===== src/rtl/obms_pkg.sv =====
// ----------------------------------------------------------------------------
// obms_pkg: shared types and constants for the button mode selector
// Item types, configuration struct, qualifier phase codes and register indexes.
// ----------------------------------------------------------------------------
package obms_pkg;

    localparam int CFG_WIN_W  = 16;   // width of the window registers
    localparam int CFG_TOP_W  = 4;    // width of the top mode register
    localparam int CFG_IDX_W  = 2;    // width of the register index
    localparam int CFG_DATA_W = 16;   // width of the configuration data
    localparam int OUT_MODE_W = 4;    // width of the reported mode

    localparam logic [CFG_IDX_W-1:0] CFG_PRESS_WINDOW   = 2'd0;
    localparam logic [CFG_IDX_W-1:0] CFG_RELEASE_WINDOW = 2'd1;
    localparam logic [CFG_IDX_W-1:0] CFG_TOP_MODE       = 2'd2;

    localparam logic [CFG_WIN_W-1:0] RST_PRESS_WINDOW   = 16'd50;
    localparam logic [CFG_WIN_W-1:0] RST_RELEASE_WINDOW = 16'd50;
    localparam logic [CFG_TOP_W-1:0] RST_TOP_MODE       = 4'd2;

    // Input action codes.
    localparam logic ACT_PIN_CHANGE = 1'b0;
    localparam logic ACT_TICK       = 1'b1;

    typedef enum logic [1:0] {
        PH_IDLE = 2'd0,
        PH_TRIG = 2'd1,
        PH_SAMP = 2'd2,
        PH_QUAL = 2'd3
    } t_phase;

    typedef struct packed {
        logic action;
        logic pin_level;
    } t_in_item;

    typedef struct packed {
        logic [OUT_MODE_W-1:0] mode;
        logic [1:0]            phase;
        logic                  position_pressed;
        logic                  press_accepted;
    } t_out_item;

    typedef struct packed {
        logic [CFG_WIN_W-1:0] press_window;
        logic [CFG_WIN_W-1:0] release_window;
        logic [CFG_TOP_W-1:0] top_mode;
    } t_cfg;

endpackage


===== src/rtl/obms_cfg.sv =====
// ----------------------------------------------------------------------------
// obms_cfg: configuration register file
// Holds the press window, release window and top mode registers.
// ----------------------------------------------------------------------------
module obms_cfg (
    input  logic                             i_clk,
    input  logic                             i_rst_n,
    input  logic                             i_cfg_valid,
    input  logic [obms_pkg::CFG_IDX_W-1:0]   i_cfg_index,
    input  logic [obms_pkg::CFG_DATA_W-1:0]  i_cfg_data,
    output obms_pkg::t_cfg                   o_cfg
);

    obms_pkg::t_cfg r_cfg;

    always_ff @(posedge i_clk) begin
        if (!i_rst_n) begin
            r_cfg.press_window   <= obms_pkg::RST_PRESS_WINDOW;
            r_cfg.release_window <= obms_pkg::RST_RELEASE_WINDOW;
            r_cfg.top_mode       <= obms_pkg::RST_TOP_MODE;
        end else if (i_cfg_valid) begin
            unique case (i_cfg_index)
                obms_pkg::CFG_PRESS_WINDOW: begin
                    r_cfg.press_window <= i_cfg_data[obms_pkg::CFG_WIN_W-1:0];
                end
                obms_pkg::CFG_RELEASE_WINDOW: begin
                    r_cfg.release_window <= i_cfg_data[obms_pkg::CFG_WIN_W-1:0];
                end
                obms_pkg::CFG_TOP_MODE: begin
                    r_cfg.top_mode <= i_cfg_data[obms_pkg::CFG_TOP_W-1:0];
                end
                default: begin
                    // Unused index: the write is dropped.
                end
            endcase
        end
    end

    assign o_cfg = r_cfg;

endmodule


===== src/rtl/obms_core.sv =====
// ----------------------------------------------------------------------------
// obms_core: qualifier state and mode counter
// Updates the qualifier on each accepted item and forms its result.
// ----------------------------------------------------------------------------
module obms_core #(
    parameter int WINDOW_BITS = 16,
    parameter int MODE_BITS   = 4
) (
    input  logic                i_clk,
    input  logic                i_rst_n,
    input  logic                i_accept,
    input  obms_pkg::t_in_item  i_item,
    input  obms_pkg::t_cfg      i_cfg,
    output obms_pkg::t_out_item o_result
);

    localparam int CMP_W  = (MODE_BITS + 1 > obms_pkg::CFG_TOP_W) ?
                            MODE_BITS + 1 : obms_pkg::CFG_TOP_W;
    localparam int MX_W   = (MODE_BITS > obms_pkg::OUT_MODE_W) ?
                            MODE_BITS : obms_pkg::OUT_MODE_W;
    localparam int EXT_W  = 32;

    obms_pkg::t_phase       r_phase,   n_phase;
    logic [WINDOW_BITS-1:0] r_window,  n_window;
    logic [WINDOW_BITS-1:0] r_samples, n_samples;
    logic                   r_pressed, n_pressed;
    logic [MODE_BITS-1:0]   r_mode,    n_mode;
    logic                   n_accepted;

    logic [EXT_W-1:0]       w_press_ext;
    logic [EXT_W-1:0]       w_release_ext;
    logic [WINDOW_BITS-1:0] w_load;
    logic [MODE_BITS:0]     w_mode_inc;
    logic [CMP_W-1:0]       w_inc_ext;
    logic [CMP_W-1:0]       w_top_ext;
    logic                   w_wrap;
    logic                   w_match;
    logic [MX_W-1:0]        w_mode_out;

    // Window loads keep the low WINDOW_BITS bits of the register value.
    assign w_press_ext   = EXT_W'(i_cfg.press_window);
    assign w_release_ext = EXT_W'(i_cfg.release_window);
    assign w_load        = r_pressed ? w_release_ext[WINDOW_BITS-1:0]
                                     : w_press_ext[WINDOW_BITS-1:0];

    // The increment carries into an extra bit so that overflow of the mode
    // counter itself also counts as passing the top mode.
    assign w_mode_inc = {1'b0, r_mode} + {{MODE_BITS{1'b0}}, 1'b1};
    assign w_inc_ext  = CMP_W'(w_mode_inc);
    assign w_top_ext  = CMP_W'(i_cfg.top_mode);
    assign w_wrap     = (w_inc_ext > w_top_ext) || w_mode_inc[MODE_BITS];

    assign w_match = r_pressed ? !i_item.pin_level : i_item.pin_level;

    always_comb begin
        n_phase    = r_phase;
        n_window   = r_window;
        n_samples  = r_samples;
        n_pressed  = r_pressed;
        n_mode     = r_mode;
        n_accepted = 1'b0;
        if (i_item.action == obms_pkg::ACT_PIN_CHANGE) begin
            if (r_phase == obms_pkg::PH_IDLE) begin
                n_phase = obms_pkg::PH_TRIG;
            end
        end else begin
            unique case (r_phase)
                obms_pkg::PH_TRIG: begin
                    n_phase   = obms_pkg::PH_SAMP;
                    n_pressed = !r_pressed;
                    n_window  = w_load;
                    n_samples = w_load >> 1;
                end
                obms_pkg::PH_SAMP: begin
                    if (r_window != '0) begin
                        n_window = r_window - 1'b1;
                        if (r_samples != '0 && w_match) begin
                            n_samples = r_samples - 1'b1;
                        end
                    end else if (r_samples != '0) begin
                        n_phase   = obms_pkg::PH_IDLE;
                        n_samples = '0;
                        n_window  = '0;
                    end else begin
                        n_phase = obms_pkg::PH_QUAL;
                    end
                end
                obms_pkg::PH_QUAL: begin
                    n_phase = obms_pkg::PH_IDLE;
                    if (r_pressed) begin
                        n_accepted = 1'b1;
                        if (w_wrap) begin
                            n_mode    = '0;
                            n_pressed = 1'b0;
                        end else begin
                            n_mode = w_mode_inc[MODE_BITS-1:0];
                        end
                    end
                end
                default: begin
                    // Idle: a tick changes nothing.
                end
            endcase
        end
    end

    always_ff @(posedge i_clk) begin
        if (!i_rst_n) begin
            r_phase   <= obms_pkg::PH_IDLE;
            r_window  <= '0;
            r_samples <= '0;
            r_pressed <= 1'b0;
            r_mode    <= '0;
        end else if (i_accept) begin
            r_phase   <= n_phase;
            r_window  <= n_window;
            r_samples <= n_samples;
            r_pressed <= n_pressed;
            r_mode    <= n_mode;
        end
    end

    assign w_mode_out = MX_W'(n_mode);

    always_comb begin
        o_result.mode             = w_mode_out[obms_pkg::OUT_MODE_W-1:0];
        o_result.phase            = n_phase;
        o_result.position_pressed = n_pressed;
        o_result.press_accepted   = n_accepted;
    end

endmodule


===== src/rtl/obms_outq.sv =====
// ----------------------------------------------------------------------------
// obms_outq: result register with skid stage
// Decouples the input stall from the output stall by one spare entry.
// ----------------------------------------------------------------------------
module obms_outq (
    input  logic                i_clk,
    input  logic                i_rst_n,
    input  logic                i_push,
    input  obms_pkg::t_out_item i_data,
    output logic                o_full,
    output logic                o_out_valid,
    input  logic                i_out_stall,
    output obms_pkg::t_out_item o_out_item
);

    logic                r_out_valid;
    logic                r_skid_valid;
    obms_pkg::t_out_item r_out_item;
    obms_pkg::t_out_item r_skid_item;
    logic                w_out_free;

    // The output register can be loaded when it is empty or being taken.
    assign w_out_free = !r_out_valid || !i_out_stall;

    always_ff @(posedge i_clk) begin
        if (!i_rst_n) begin
            r_out_valid  <= 1'b0;
            r_skid_valid <= 1'b0;
        end else if (w_out_free) begin
            r_out_valid  <= r_skid_valid || i_push;
            r_skid_valid <= 1'b0;
        end else if (i_push) begin
            r_skid_valid <= 1'b1;
        end
    end

    always_ff @(posedge i_clk) begin
        if (w_out_free) begin
            r_out_item <= r_skid_valid ? r_skid_item : i_data;
        end
        if (!w_out_free && i_push) begin
            r_skid_item <= i_data;
        end
    end

    assign o_full      = r_skid_valid;
    assign o_out_valid = r_out_valid;
    assign o_out_item  = r_out_item;

endmodule


===== src/rtl/oversampled_button_mode_selector_unit.sv =====
// ----------------------------------------------------------------------------
// oversampled_button_mode_selector_unit: debounced button mode selector
// Qualifies button presses by oversampling and steps a light mode counter.
// ----------------------------------------------------------------------------
// Usage. Each input item is either a pin-change event or a one millisecond
// tick carrying the sampled, active-low button level. Every accepted item
// produces exactly one result item giving the mode, the qualifier phase, the
// believed button position and whether this item completed a qualified press.
// The input channel is accepted when i_in_valid is high and o_in_stall is low;
// the output channel hands over an item when o_out_valid is high and
// i_out_stall is low. An accepted item's result is loaded into the output
// register, or into the skid entry while the receiver stalls. Throughput is
// one item per cycle while o_in_stall is low; the qualifier state is updated
// by a single pass of counter and compare logic. When the receiver stalls, a
// spare skid entry still takes one more item, and o_in_stall rises only once
// both the output register and that entry are full. The configuration port
// is always ready; registers should be written only while no items are in
// flight. Reset (synchronous, active low) returns the qualifier to idle, the
// position to released, the mode to off, empties both result entries and
// loads the register defaults.
// ----------------------------------------------------------------------------
module oversampled_button_mode_selector_unit #(
    parameter int WINDOW_BITS = 16,
    parameter int MODE_BITS   = 4
) (
    input  logic                             i_clk,
    input  logic                             i_rst_n,
    // Input item channel.
    input  logic                             i_in_valid,
    output logic                             o_in_stall,
    input  obms_pkg::t_in_item               i_in_item,
    // Result item channel.
    output logic                             o_out_valid,
    input  logic                             i_out_stall,
    output obms_pkg::t_out_item              o_out_item,
    // Configuration write channel.
    input  logic                             i_cfg_valid,
    output logic                             o_cfg_ready,
    input  logic [obms_pkg::CFG_IDX_W-1:0]   i_cfg_index,
    input  logic [obms_pkg::CFG_DATA_W-1:0]  i_cfg_data
);

    obms_pkg::t_cfg      w_cfg;
    obms_pkg::t_out_item w_result;
    logic                w_full;
    logic                w_accept;

    // Register writes never need to wait.
    assign o_cfg_ready = 1'b1;

    // The stall comes straight from the skid entry's flag, so it is a
    // register output and never depends on the incoming valid.
    assign o_in_stall = w_full;
    assign w_accept   = i_in_valid && !w_full;

    obms_cfg u_cfg (
        .i_clk       (i_clk),
        .i_rst_n     (i_rst_n),
        .i_cfg_valid (i_cfg_valid && o_cfg_ready),
        .i_cfg_index (i_cfg_index),
        .i_cfg_data  (i_cfg_data),
        .o_cfg       (w_cfg)
    );

    obms_core #(
        .WINDOW_BITS (WINDOW_BITS),
        .MODE_BITS   (MODE_BITS)
    ) u_core (
        .i_clk    (i_clk),
        .i_rst_n  (i_rst_n),
        .i_accept (w_accept),
        .i_item   (i_in_item),
        .i_cfg    (w_cfg),
        .o_result (w_result)
    );

    obms_outq u_outq (
        .i_clk       (i_clk),
        .i_rst_n     (i_rst_n),
        .i_push      (w_accept),
        .i_data      (w_result),
        .o_full      (w_full),
        .o_out_valid (o_out_valid),
        .i_out_stall (i_out_stall),
        .o_out_item  (o_out_item)
    );

endmodule


===== config.mk =====
export PLATFORM = sky130hd
export DESIGN_NAME = oversampled_button_mode_selector_unit
export DESIGN_NICKNAME = d
export VERILOG_FILES = /design/src/rtl/obms_pkg.sv /design/src/rtl/obms_cfg.sv /design/src/rtl/obms_core.sv /design/src/rtl/obms_outq.sv /design/src/rtl/oversampled_button_mode_selector_unit.sv
export SDC_FILE = /design/constraint.sdc
export NUM_CORES = 1
export LEC_CHECK = 0
export ABC_CLOCK_PERIOD_IN_PS = 5200
export BUFFER_PORTS_ARGS = -buffer_cell sky130_fd_sc_hd__buf_2
export CAP_MARGIN = 10
export CORE_MARGIN = 2
export CORE_UTILIZATION = 45
export CTS_BUF_LIST = sky130_fd_sc_hd__clkbuf_2
export CTS_CLUSTER_DIAMETER = 120
export DETAILED_ROUTE_END_ITERATION = 10
export GPL_TIMING_DRIVEN = 0
export SETUP_SLACK_MARGIN = 0.5
export SYNTH_ARGS = -nofsm -noshare
export SYNTH_HDL_FRONTEND = slang
export SYNTH_HIERARCHICAL = 1
export SYNTH_SLANG_ARGS = --single-unit

===== constraint.sdc =====
create_clock -name i_clk -period 5.2 [get_ports i_clk]
set_clock_uncertainty 0.15 [all_clocks]
set_input_delay 0.26 -clock i_clk [delete_from_list [all_inputs] [get_ports i_clk]]
set_output_delay 0.26 -clock i_clk [all_outputs]
set_load 0.02 [all_outputs]

Yosys cells after proc, flatten, opt, wreduce, memory -nomap -nowiden
Index checks and enable logic that the tools add are counted.
{ "word_totals": {"input_bits": 25, "wordCells": 78, "reg_bits": 93, "output_inout_bits": 11} }
{ "op_classes": {"n_reduce_logical": 23, "magnitude_cmp": 1, "mux": 25, "n_bitwise": 1, "n_addsub": 3, "eq_ne": 7} }
{ "ops": {"columns": ["cell", "count"], "rows": [
  ["$mux 16", 5],
  ["$pmux 16 s2", 2],
  ["$reduce_bool 16->1", 2],
  ["$sub 16x1->16 const B", 2],
  ["$mux 4", 4],
  ["$mux 2", 4],
  ["$mux 8", 1],
  ["$mux 1", 7],
  ["$eq 2x2->1 const B", 3],
  ["$logic_not 1->1", 6],
  ["$pmux 2 s3", 1],
  ["$reduce_and 2->1", 3],
  ["$add 4x1->5 const B", 1],
  ["$gt 5x4->1", 1],
  ["$reduce_and 5->1", 1],
  ["$eq 2x1->1 const B", 2],
  ["$logic_not 2->1", 2],
  ["$reduce_and 4->1", 1],
  ["$logic_and 1x1->1", 3],
  ["$logic_or 1x1->1", 3],
  ["$ne 3x1->1 const B", 1],
  ["$ne 3x3->1 const B", 1],
  ["$pmux 1 s2", 1],
  ["$reduce_bool 2->1", 1],
  ["2 further kinds", 2]
]} }

Logic depth before layout (Yosys ltp)
Gate-level depths: netlist (run 1).
{ "logic_depth": {"word_depth": 8, "ltp_mapped": 12, "ltp_nobuf": 10} }

Cells and area by module
Netlist (run 1), hierarchy kept.
{ "by_module_without_submodules": {"columns": ["mod", "cells_per_inst", "instances", "seq_area_each_um2", "area_per_inst_um2"], "rows": [
  ["obms_core", 373, 1, 780.7, 2914.0],
  ["obms_cfg", 137, 1, 720.7, 1407.6],
  ["obms_outq", 32, 1, 520.5, 688.2],
  ["oversampled_button_mode_selector_unit", 3, 1, 0.0, 25.0]
]} }

Least setup slack after synthesis (run 1)
OpenSTA, ideal clock, no wires.
{ "synth_timing": {"path_kind": "reg-to-reg", "startpoint": "register u_core.r_mode[2]", "endpoint": "register u_outq.r_out_item (netlist bit u_outq/o_out_item[1]), data pin", "t_arrival_ps": 2014, "required_ps": 4790, "slack_ps": 2775, "setup_ps": 260, "period_less_slack_ps": 2425, "stages_incl_launch_ff": 13, "n_path_buf": 2, "cell_sequence": "dfxtp_1 > clkbuf_1 > nand3_1 > xnor2_1 > ha_1 > nand4_1 > nand2_1 > nand3_1 > a21oi_1 > nor2_1 > nand2_1 > buf_4 > mux2_4"} }
{ "synth_via": {"elab_chain_cells": 8} }
{ "synth_rtl": {"columns": ["element", "line_no", "source"], "rows": [
  ["start: declaration", "obms_core.sv:27", "logic [MODE_BITS-1:0] r_mode, n_mode;"],
  ["start signal: assignment", "obms_core.sv:119", "r_mode <= n_mode;"],
  ["$add 4x1->5 *", "obms_core.sv:48", "assign w_mode_inc = {1'b0, r_mode} + {{MODE_BITS{1'b0}}, 1'b1};"],
  ["$gt 5x4->1", "obms_core.sv:51", "assign w_wrap = (w_inc_ext > w_top_ext) || w_mode_inc[MODE_BITS];"],
  ["$logic_or 1x1->1 *", "obms_core.sv:51", null],
  ["$mux 1 *", "obms_core.sv:92", "if (w_wrap) begin"],
  ["$mux 1 *", "obms_core.sv:90", "if (r_pressed) begin"],
  ["$pmux 1 s2 *", "obms_core.sv:67", "unique case (r_phase)"],
  ["$mux 1 *", "obms_core.sv:62", "if (i_item.action == obms_pkg::ACT_PIN_CHANGE) begin"],
  ["via u_core.n_pressed", "obms_core.sv:26", "logic r_pressed, n_pressed;"],
  ["$mux 8 *", "obms_outq.sv:39", "r_out_item <= r_skid_valid ? r_skid_item : i_data;"],
  ["end signal: assignment", "obms_outq.sv:39", null],
  ["end: declaration", "obms_outq.sv:18", "obms_pkg::t_out_item r_out_item;"]
]} }
Mark *: on every way through the listed nets, which the timed path passes. The rest lies on a longest branch.
A chain may end at the register's enable or synchronous reset.

==> summary.md, run 1 <==
| Metric | Value |
|---|---|
| Dpl hpwl | `9260 µm` |
| Maximum vdd drop | `151 µV` |
| Row count | `38` |
| Critical path's top delay family | `simple AND/OR/NAND/NOR gates` |
| DP Area | `5380 µm²` |
| Synth-to-Final Area Change | `13.6%` |
| CP required | `5.43 ns` |
| Max-capacitance violation count | `0` |
| CP max stage delay | `0.52 ns` |
| CTS Buf Count | `9` |
| Final WL | `12900 µm` |
| Ant diodes | `0` |
| Fmax | `0.328 GHz` |
| Power per cell area | `251 nW/µm²` |
| Worst path slowest cell | `clkbuf_1` |
| Setup-failing EPs final | `0` |
| IO Pins | `36` |
| Synth area leaders | `dfxtp_1 (31%), edfxtp_1 (9.5%), mux2i_1 (8.9%)` |
| Max-slew headroom | `48.6%` |
| Die Y | `110 µm` |
| Htree depth | `3` |
| Hold_buf cts | `23` |
| Largest net degree at the start of global routing | `16` |
| Worst-skew pair later-pin latency | `0.57 ns` |
| GPL Wtd Cong | `0.957` |
| Final worst path period share | `58.6%` |
| Syn Nets | `577` |
| Hold/Removal Path Class | `primary input to flop` |
| Actual slew at the worst max-slew pin | `0.765 ns` |
| Crit end category | `flop` |
| Fraction of the yosys area taken by sequential cells | `40.2%` |
| Vias in the first global route | `4268` |
| CP arrival | `3.27 ns` |
| Post CTS Setup Buffer Count | `0` |
| Resized cells post-CTS | `0` |
| Synth Instances | `545` |
| Pleak | `0.00230 µW` |
| Vias/cell | `5.64` |
| # fillers | `999` |
| Max-slew violation count | `0` |
| CP bufs+invs | `2` |
| NumNets Final | `644` |
| Drt drc | `0` |
| Area of the core | `10900 µm²` |
| Yosys cell types | `72` |
| GRT Util Overall | `22.9%` |
| Post-synth top area cell | `dfxtp_1` |
| First-pass DRT Iterations | `6` |
| CTS Buffer Depth | `2` |
| Setup_tns | `0 ns` |
| Root Buffer | `clkbuf_2` |
| Kind of start point of the critical path | `flop` |
| Reg clk slew, reported paths | `0.27 ns` |
| Final Cell Area | `5720 µm²` |
| FF+latch area | `2020 µm²` |
| CP max FO | `10` |
| Dominant synthesized flop cell | `dfxtp_1` |
| Initial antenna violation count | `0` |
| Yosys warnings | `6` |
| Synthesized flop and latch total | `93` |
| Layout cells sized above 1 | `18.2%` |
| CTS sink cnt | `93` |
| Post-detailed-route count of antenna-violating nets | `0` |
| Minimum clock period | `3.05 ns` |
| Status | `completed` |
| Number of synthesized flops with an enable pin | `16` |
| Initial DRC count | `461` |
| Port-buffer cells | `33` |
| Area of the multi-input gates | `2700 µm²` |
| Wire length per cell | `17.0 µm` |
| Share of the synthesized area in the top cell type | `30.6%` |
| Die area | `12100 µm²` |
| RSZ-0062 raised after global routing | `false` |
| Mapped Avg Cell Area | `9.24 µm²` |
| Post-synth ARST share | `0%` |
| Placed cell count | `718` |
| Vias | `4266` |
| Die Span X | `110 µm` |
| Fin. Hold Viols | `0` |
| Final Non-Filler Cells | `757` |
| Global-route wire length before repair | `21200 µm` |
| Gr ovfl total | `0` |
| Cell Chain, Critical Path | `inv_1 -> ha_1 -> nor3b_1 -> nand3b_1 -> o21ai_1 -> clkbuf_1 -> a21oi_1 -> mux2_4` |
| Initial Util | `46.2%` |
| CP Class | `flop to flop` |
| CTS tree | `yes` |
| Mapped cell area | `5030 µm²` |
==> sequential cells by signal (all words and copies together), names as in the netlist <==
register            count
u_outq/r_skid_item      8
u_outq/o_full           1
u_cfg/o_cfg            36
u_core/r_window        16
u_outq/o_out_valid      1
u_outq/o_out_item       8
u_core/r_pressed        1
u_core/r_phase          2
u_core/r_mode           4
u_core/r_samples       16
==> layout make-up <==
cell class	instances	area share, %
flip-flops and latches	93	35.4
inverters	15	0.984
repair buffers	56	6.91
well taps	140	3.06
clock inverters	5	1.03
plain buffers	36	4.53
multi-input cells	401	47.2
clock buffers	11	0.963
==> final timing paths <==
kind / start / endpoint / slack (ns) / cells after the start
hold reg to reg: u_cfg/o_cfg[17] / u_cfg/o_cfg[17] / 0.32 / 2
setup / recovery: u_core/r_window[0] / u_outq/o_out_item[3] / 2.15 / 8
setup reg to reg: u_core/r_window[0] / u_outq/o_out_item[3] / 2.15 / 8
hold / removal: i_out_stall / u_outq/o_full / 0.07 / 3
==> stage by stage <==
step           util [%]  hold slack (ns)  total power [µW]  worst slack [ns]
6_report           52.5           0.0659              1440              2.15
5_1_grt            52.5           0.0243              1510              2.06
3_3_place_gp       49.4            0.292              1060              2.29
4_1_cts            52.5           0.0399              1440              2.25
2_1_floorplan         -            0.264               986              2.78
3_5_place_dp       49.4            0.298              1060              2.23
==> metal layers <==
metal	share of wire (%)	track usage [%]	up-vias	routed length [µm]
met4	1.5	7.05	0	192
met5	0	0	-	0
met1	46	30.3	1996	5980
li1	-	-	2098	-
met2	46	37.1	150	5960
met3	6.0	5.22	22	769
==> cells in the mapped netlist, drive strengths merged (3+ instances only) <==
| cell type | n |
|---|---|
| nor2 | 40 |
| a21o | 4 |
| nand2b | 4 |
| nand4 | 5 |
| ha | 7 |
| buf | 22 |
| nand2 | 76 |
| o31ai | 3 |
| a21oi | 37 |
| mux2i | 45 |
| edfxtp | 16 |
| dfxtp | 77 |
| xnor2 | 4 |
| a311oi | 4 |
| o21ai | 29 |
| or3 | 6 |
| nand3 | 14 |
| nor2b | 14 |
| o22ai | 4 |
| o21a | 3 |
| mux2 | 17 |
| a32o | 3 |
| nor4 | 9 |
| nor3 | 13 |
| xor2 | 5 |
| clkbuf | 13 |
| nor3b | 5 |
| nand3b | 5 |
| o32ai | 5 |
| o211ai | 5 |
| inv | 15 |
| a211oi | 5 |
| a31oi | 10 |
==> kinds of logic (layout without fill, tap and decap cells) <==
family          Yosys count  in the layout  share of synthesized area (%)
other cells               1              1                         0.0745
fa+ha+maj                 7              7                           1.74
mux                      62             62                           13.3
buf+inv                  51            123                           6.26
xor+xnor                  9              9                           1.57
compound gates          123            123                           16.2
simple gates            199            199                           20.7
flops                    93             93                           40.2
==> placed cells by master (no fill, tap or decap), types with 9 or more instances in the layout <==
cell           instances
a21oi_1               36
a31oi_1               10
buf_2                 41
buf_6                  9
clkbuf_1              11
clkbuf_2              12
dfxtp_1               77
dlygate4sd3_1         23
edfxtp_1              16
inv_1                 15
mux2_2                 9
mux2i_1               45
nand2_1               75
nand3_1               14
nor2_1                39
nor2b_1               13
nor3_1                12
o21ai_0               25
==> power breakdown <==
group,internal [µW],total [µW],leakage [µW],switching [µW]
Clock,116,370,0.0000702,254
Combinational,114,290,0.00144,176
Sequential,760,777,0.000788,17.1
==> worst min-delay path: cells and delay by family <==
kind	cells	cell delay [ns]
buf+inv	1	0.10
simple gates	2	0.40
Note: power is estimated with default switching activity, not from simulation.
==> run 2: changes to the inputs <==
Settings changed: ABC_CLOCK_PERIOD_IN_PS 5200 to 2910.
Clock period 5.2 ns to 2.91 ns, I/O delays scaled along.
==> summary.md, run 2 (synthesized netlist as in run 1, its figures left out) <==
| Metric | Value |
|---|---|
| GR Layer Usage met1 | `31.5% (+1.1 points)` |
| RR Startpoint | `u_core/r_mode[0]` |
| First-pass DRT Iterations | `6 (unchanged)` |
| Final Non-Filler Cells | `786 (+3.8%)` |
| NetSw | `818 µW (+83%)` |
| Layout cells sized above 1 | `26.3% (+8.2 points)` |
| GRT met3 Usage | `4.56% (-0.65 points)` |
| Die Y | `110 µm (unchanged)` |
| Dpl hpwl | `9340 µm (+0.83%)` |
| Setup_tns | `0 ns (unchanged)` |
| CP arrival | `2.57 ns (-0.70 ns)` |
| # fillers | `975 (-2.4%)` |
| CTS Buffer Depth | `2 (unchanged)` |
| Vias/cell | `5.70 (+1.2%)` |
| Max-slew violation count | `0 (unchanged)` |
| Final hold slack | `0.202 ns (+0.136 ns)` |
| IO Pins | `36 (unchanged)` |
| Kind of start point of the critical path | `flop` |
| Reg2reg end | `u_outq/o_out_item[1]` |
| Initial antenna violation count | `0 (unchanged)` |
| Cell Chain, Critical Path | `ha_4 -> xor2_1 -> ha_1 -> o21a_1 -> o21a_2 -> a21oi_4 -> nor2_2 -> nand2_1 -> buf_6 -> mux2_4` |
| Clk pwr share | `22.1% (-3.7 points)` |
| CP max stage delay | `0.41 ns (-0.11 ns)` |
| Final worst path period share | `81.2% (+23 points)` |
| Max-slew headroom | `55.8% (+7.2 points)` |
| Most common cell after layout, fill and taps aside | `nand2_1` |
| CP Class | `flop to flop` |
| CP bufs+invs | `1 (-1)` |
| Most frequent cells in the layout | `nand2_1 (75), dfxtp_1 (71), mux2i_1 (45), buf_2 (41), nor2_1 (37)` |
| RSZ-0062 raised after global routing | `true` |
| Initial Util | `46.2% (unchanged)` |
| NumNets Final | `673 (+4.5%)` |
| Fin. Hold Viols | `0 (unchanged)` |
| Row count | `38 (unchanged)` |
| R2r setup slk | `0.55 ns (-1.61 ns)` |
| Wire length per cell | `17.3 µm (+1.8%)` |
| Crit end category | `flop` |
| Max reg flops | `36 (unchanged)` |
| CP required | `3.12 ns (-2.31 ns)` |
| Comb pwr share | `23.3% (+3.1 points)` |
| Gr ovfl total | `0 (unchanged)` |
| Die area | `12100 µm² (unchanged)` |
| Hold Path Cell Cnt | `4 (+1)` |
| Final Cell Area | `6190 µm² (+8.2%)` |
| Worst path slowest cell | `dfxtp_4` |
| Net Sw Frac | `32.1% (+1.0 points)` |
| Met2 usage | `37.9% (+0.75 points)` |
| Final WL | `13600 µm (+5.7%)` |
| Status | `completed` |
| Internal power | `1730 µW (+74%)` |
| Ant diodes | `0 (unchanged)` |
| Maximum vdd drop | `287 µV (+90%)` |
| Hold/Removal Path Class | `primary input to flop` |
| GPL Wtd Cong | `0.949 (-0.79%)` |
| GRT Util Overall | `23.6% (+0.74 points)` |
| Register-to-Register Path Depth | `10 (+2)` |
| Post-detailed-route count of antenna-violating nets | `0 (unchanged)` |
| CTS Buf Count | `9 (unchanged)` |
| Area of the core | `10900 µm² (unchanged)` |
| Flop pwr share | `54.6% (+0.5 points)` |
| Die Span X | `110 µm (unchanged)` |
| Post-Route Utilization | `56.9% (+4.3 points)` |
| CP max FO | `7 (-3)` |
| Initial DRC count | `398 (-14%)` |
| Drt drc | `0 (unchanged)` |
| Vias in the first global route | `4288 (+0.47%)` |
| Placed cell count | `718 (unchanged)` |
| DP Area | `5380 µm² (about the same)` |
| Max-capacitance violation count | `0 (unchanged)` |
| Root Buffer | `clkbuf_2` |
| Reg clk slew, reported paths | `0.24 ns (-0.03 ns)` |
| Worst-skew pair later-pin latency | `0.58 ns (about the same)` |
| Largest net degree at the start of global routing | `16 (unchanged)` |
| Fmax | `0.423 GHz (+29%)` |
| Global-route wire length before repair | `21600 µm (+1.9%)` |
| WHS Endpoint | `u_cfg/o_cfg[9]` |
| Minimum clock period | `2.36 ns (-0.684 ns)` |
| Power per cell area | `411 nW/µm² (+64%)` |
| Synth-to-Final Area Change | `23.0%` |
| Vias | `4482 (+5.1%)` |
| Pleak | `0.00251 µW (+9.0%)` |
| Htree depth | `3 (unchanged)` |
| GRT Max-Usage Layer | `met2` |
| Actual slew at the worst max-slew pin | `0.663 ns (-0.102 ns)` |
| Hold Startpoint | `i_cfg_data[5]` |
| CTS sink cnt | `93 (unchanged)` |
| CTS tree | `yes` |
| Setup-failing EPs final | `0 (unchanged)` |
| Port-buffer cells | `33 (unchanged)` |
| Critical path's top delay family | `adder cells` |
[run 2: cell types whose count changed in the layout (fill, tap and decap cells not counted), sizes merged]
cell	before	now
buf	55	79
bufinv	1	0
clkbuf	24	22
clkinv	2	4
dlygate4sd3	23	29
[run 2: stage by stage]
stage | total power, µW | worst slack, ns
after floorplan | 1760 | 0.544
after global placement | 1890 | -0.00198
after detailed placement | 1900 | -0.0839
after CTS | 2530 | 0.490
after global routing | 2680 | 0.434
final | 2550 | 0.547
[run 2: how the worst max path moves through the flow]
stage | start | endpoint | slack [ns] | depth (start not counted)
2_1_floorplan | u_core/r_window[0] | u_outq/o_out_item[3] | 0.54 | 8
3_3_place_gp | u_core/r_window[0] | u_outq/o_out_item[3] | -0.002 | 8
3_5_place_dp | u_core/r_window[0] | u_outq/o_out_item[3] | -0.08 | 8
4_1_cts | u_core/r_window[0] | u_outq/o_out_item[3] | 0.49 | 8
5_1_grt | u_core/r_mode[1] | u_outq/o_out_item[1] | 0.43 | 12
6_report | u_core/r_mode[0] | u_outq/o_out_item[1] | 0.55 | 10
[run 2: repair_timing]
item / CTS / global route
endpoints found under the setup margin: 43 / 39
pin swaps: 12 / 15
hold buffers: 29 / 0
hold endpoints to repair: 76 / 0
resized for setup: 30 / 35
setup buffers: 10 / 13
[run 2: layer usage]
metal	wire length, µm	up-vias
li1	-	2156
met3	896	25
met5	0	-
met2	6440	171
met1	6100	2130
met4	199	0
[run 2: cell type report]
cell class                      count  area (µm²)  area share (%)
Buffer                             36         289            4.67
Timing Repair Buffer               85         648            10.5
Clock buffer                       10        50.0           0.808
Inverter                           15        61.3           0.990
Multi-Input combinational cell    401        2890            46.7
Clock inverter                      6        38.8           0.627
Sequential cell                    93        2040            32.9
Tap cell                          140         175            2.83
[run 2: power by group through the flow]
stage	clock network [µW]	logic [µW]	registers (µW)
final	562	594	1390
after detailed placement	0	483	1410
after global placement	0	479	1410
after global routing	646	639	1400
after CTS	588	552	1390
after floorplan	0	341	1420
[run 2: tightest hold or removal path, delay by kind of cell]
kind                   cells  cell delay [ns]
buffers and inverters      2             0.61
multiplexers               1             0.10
AND/OR/NAND/NOR            1             0.04
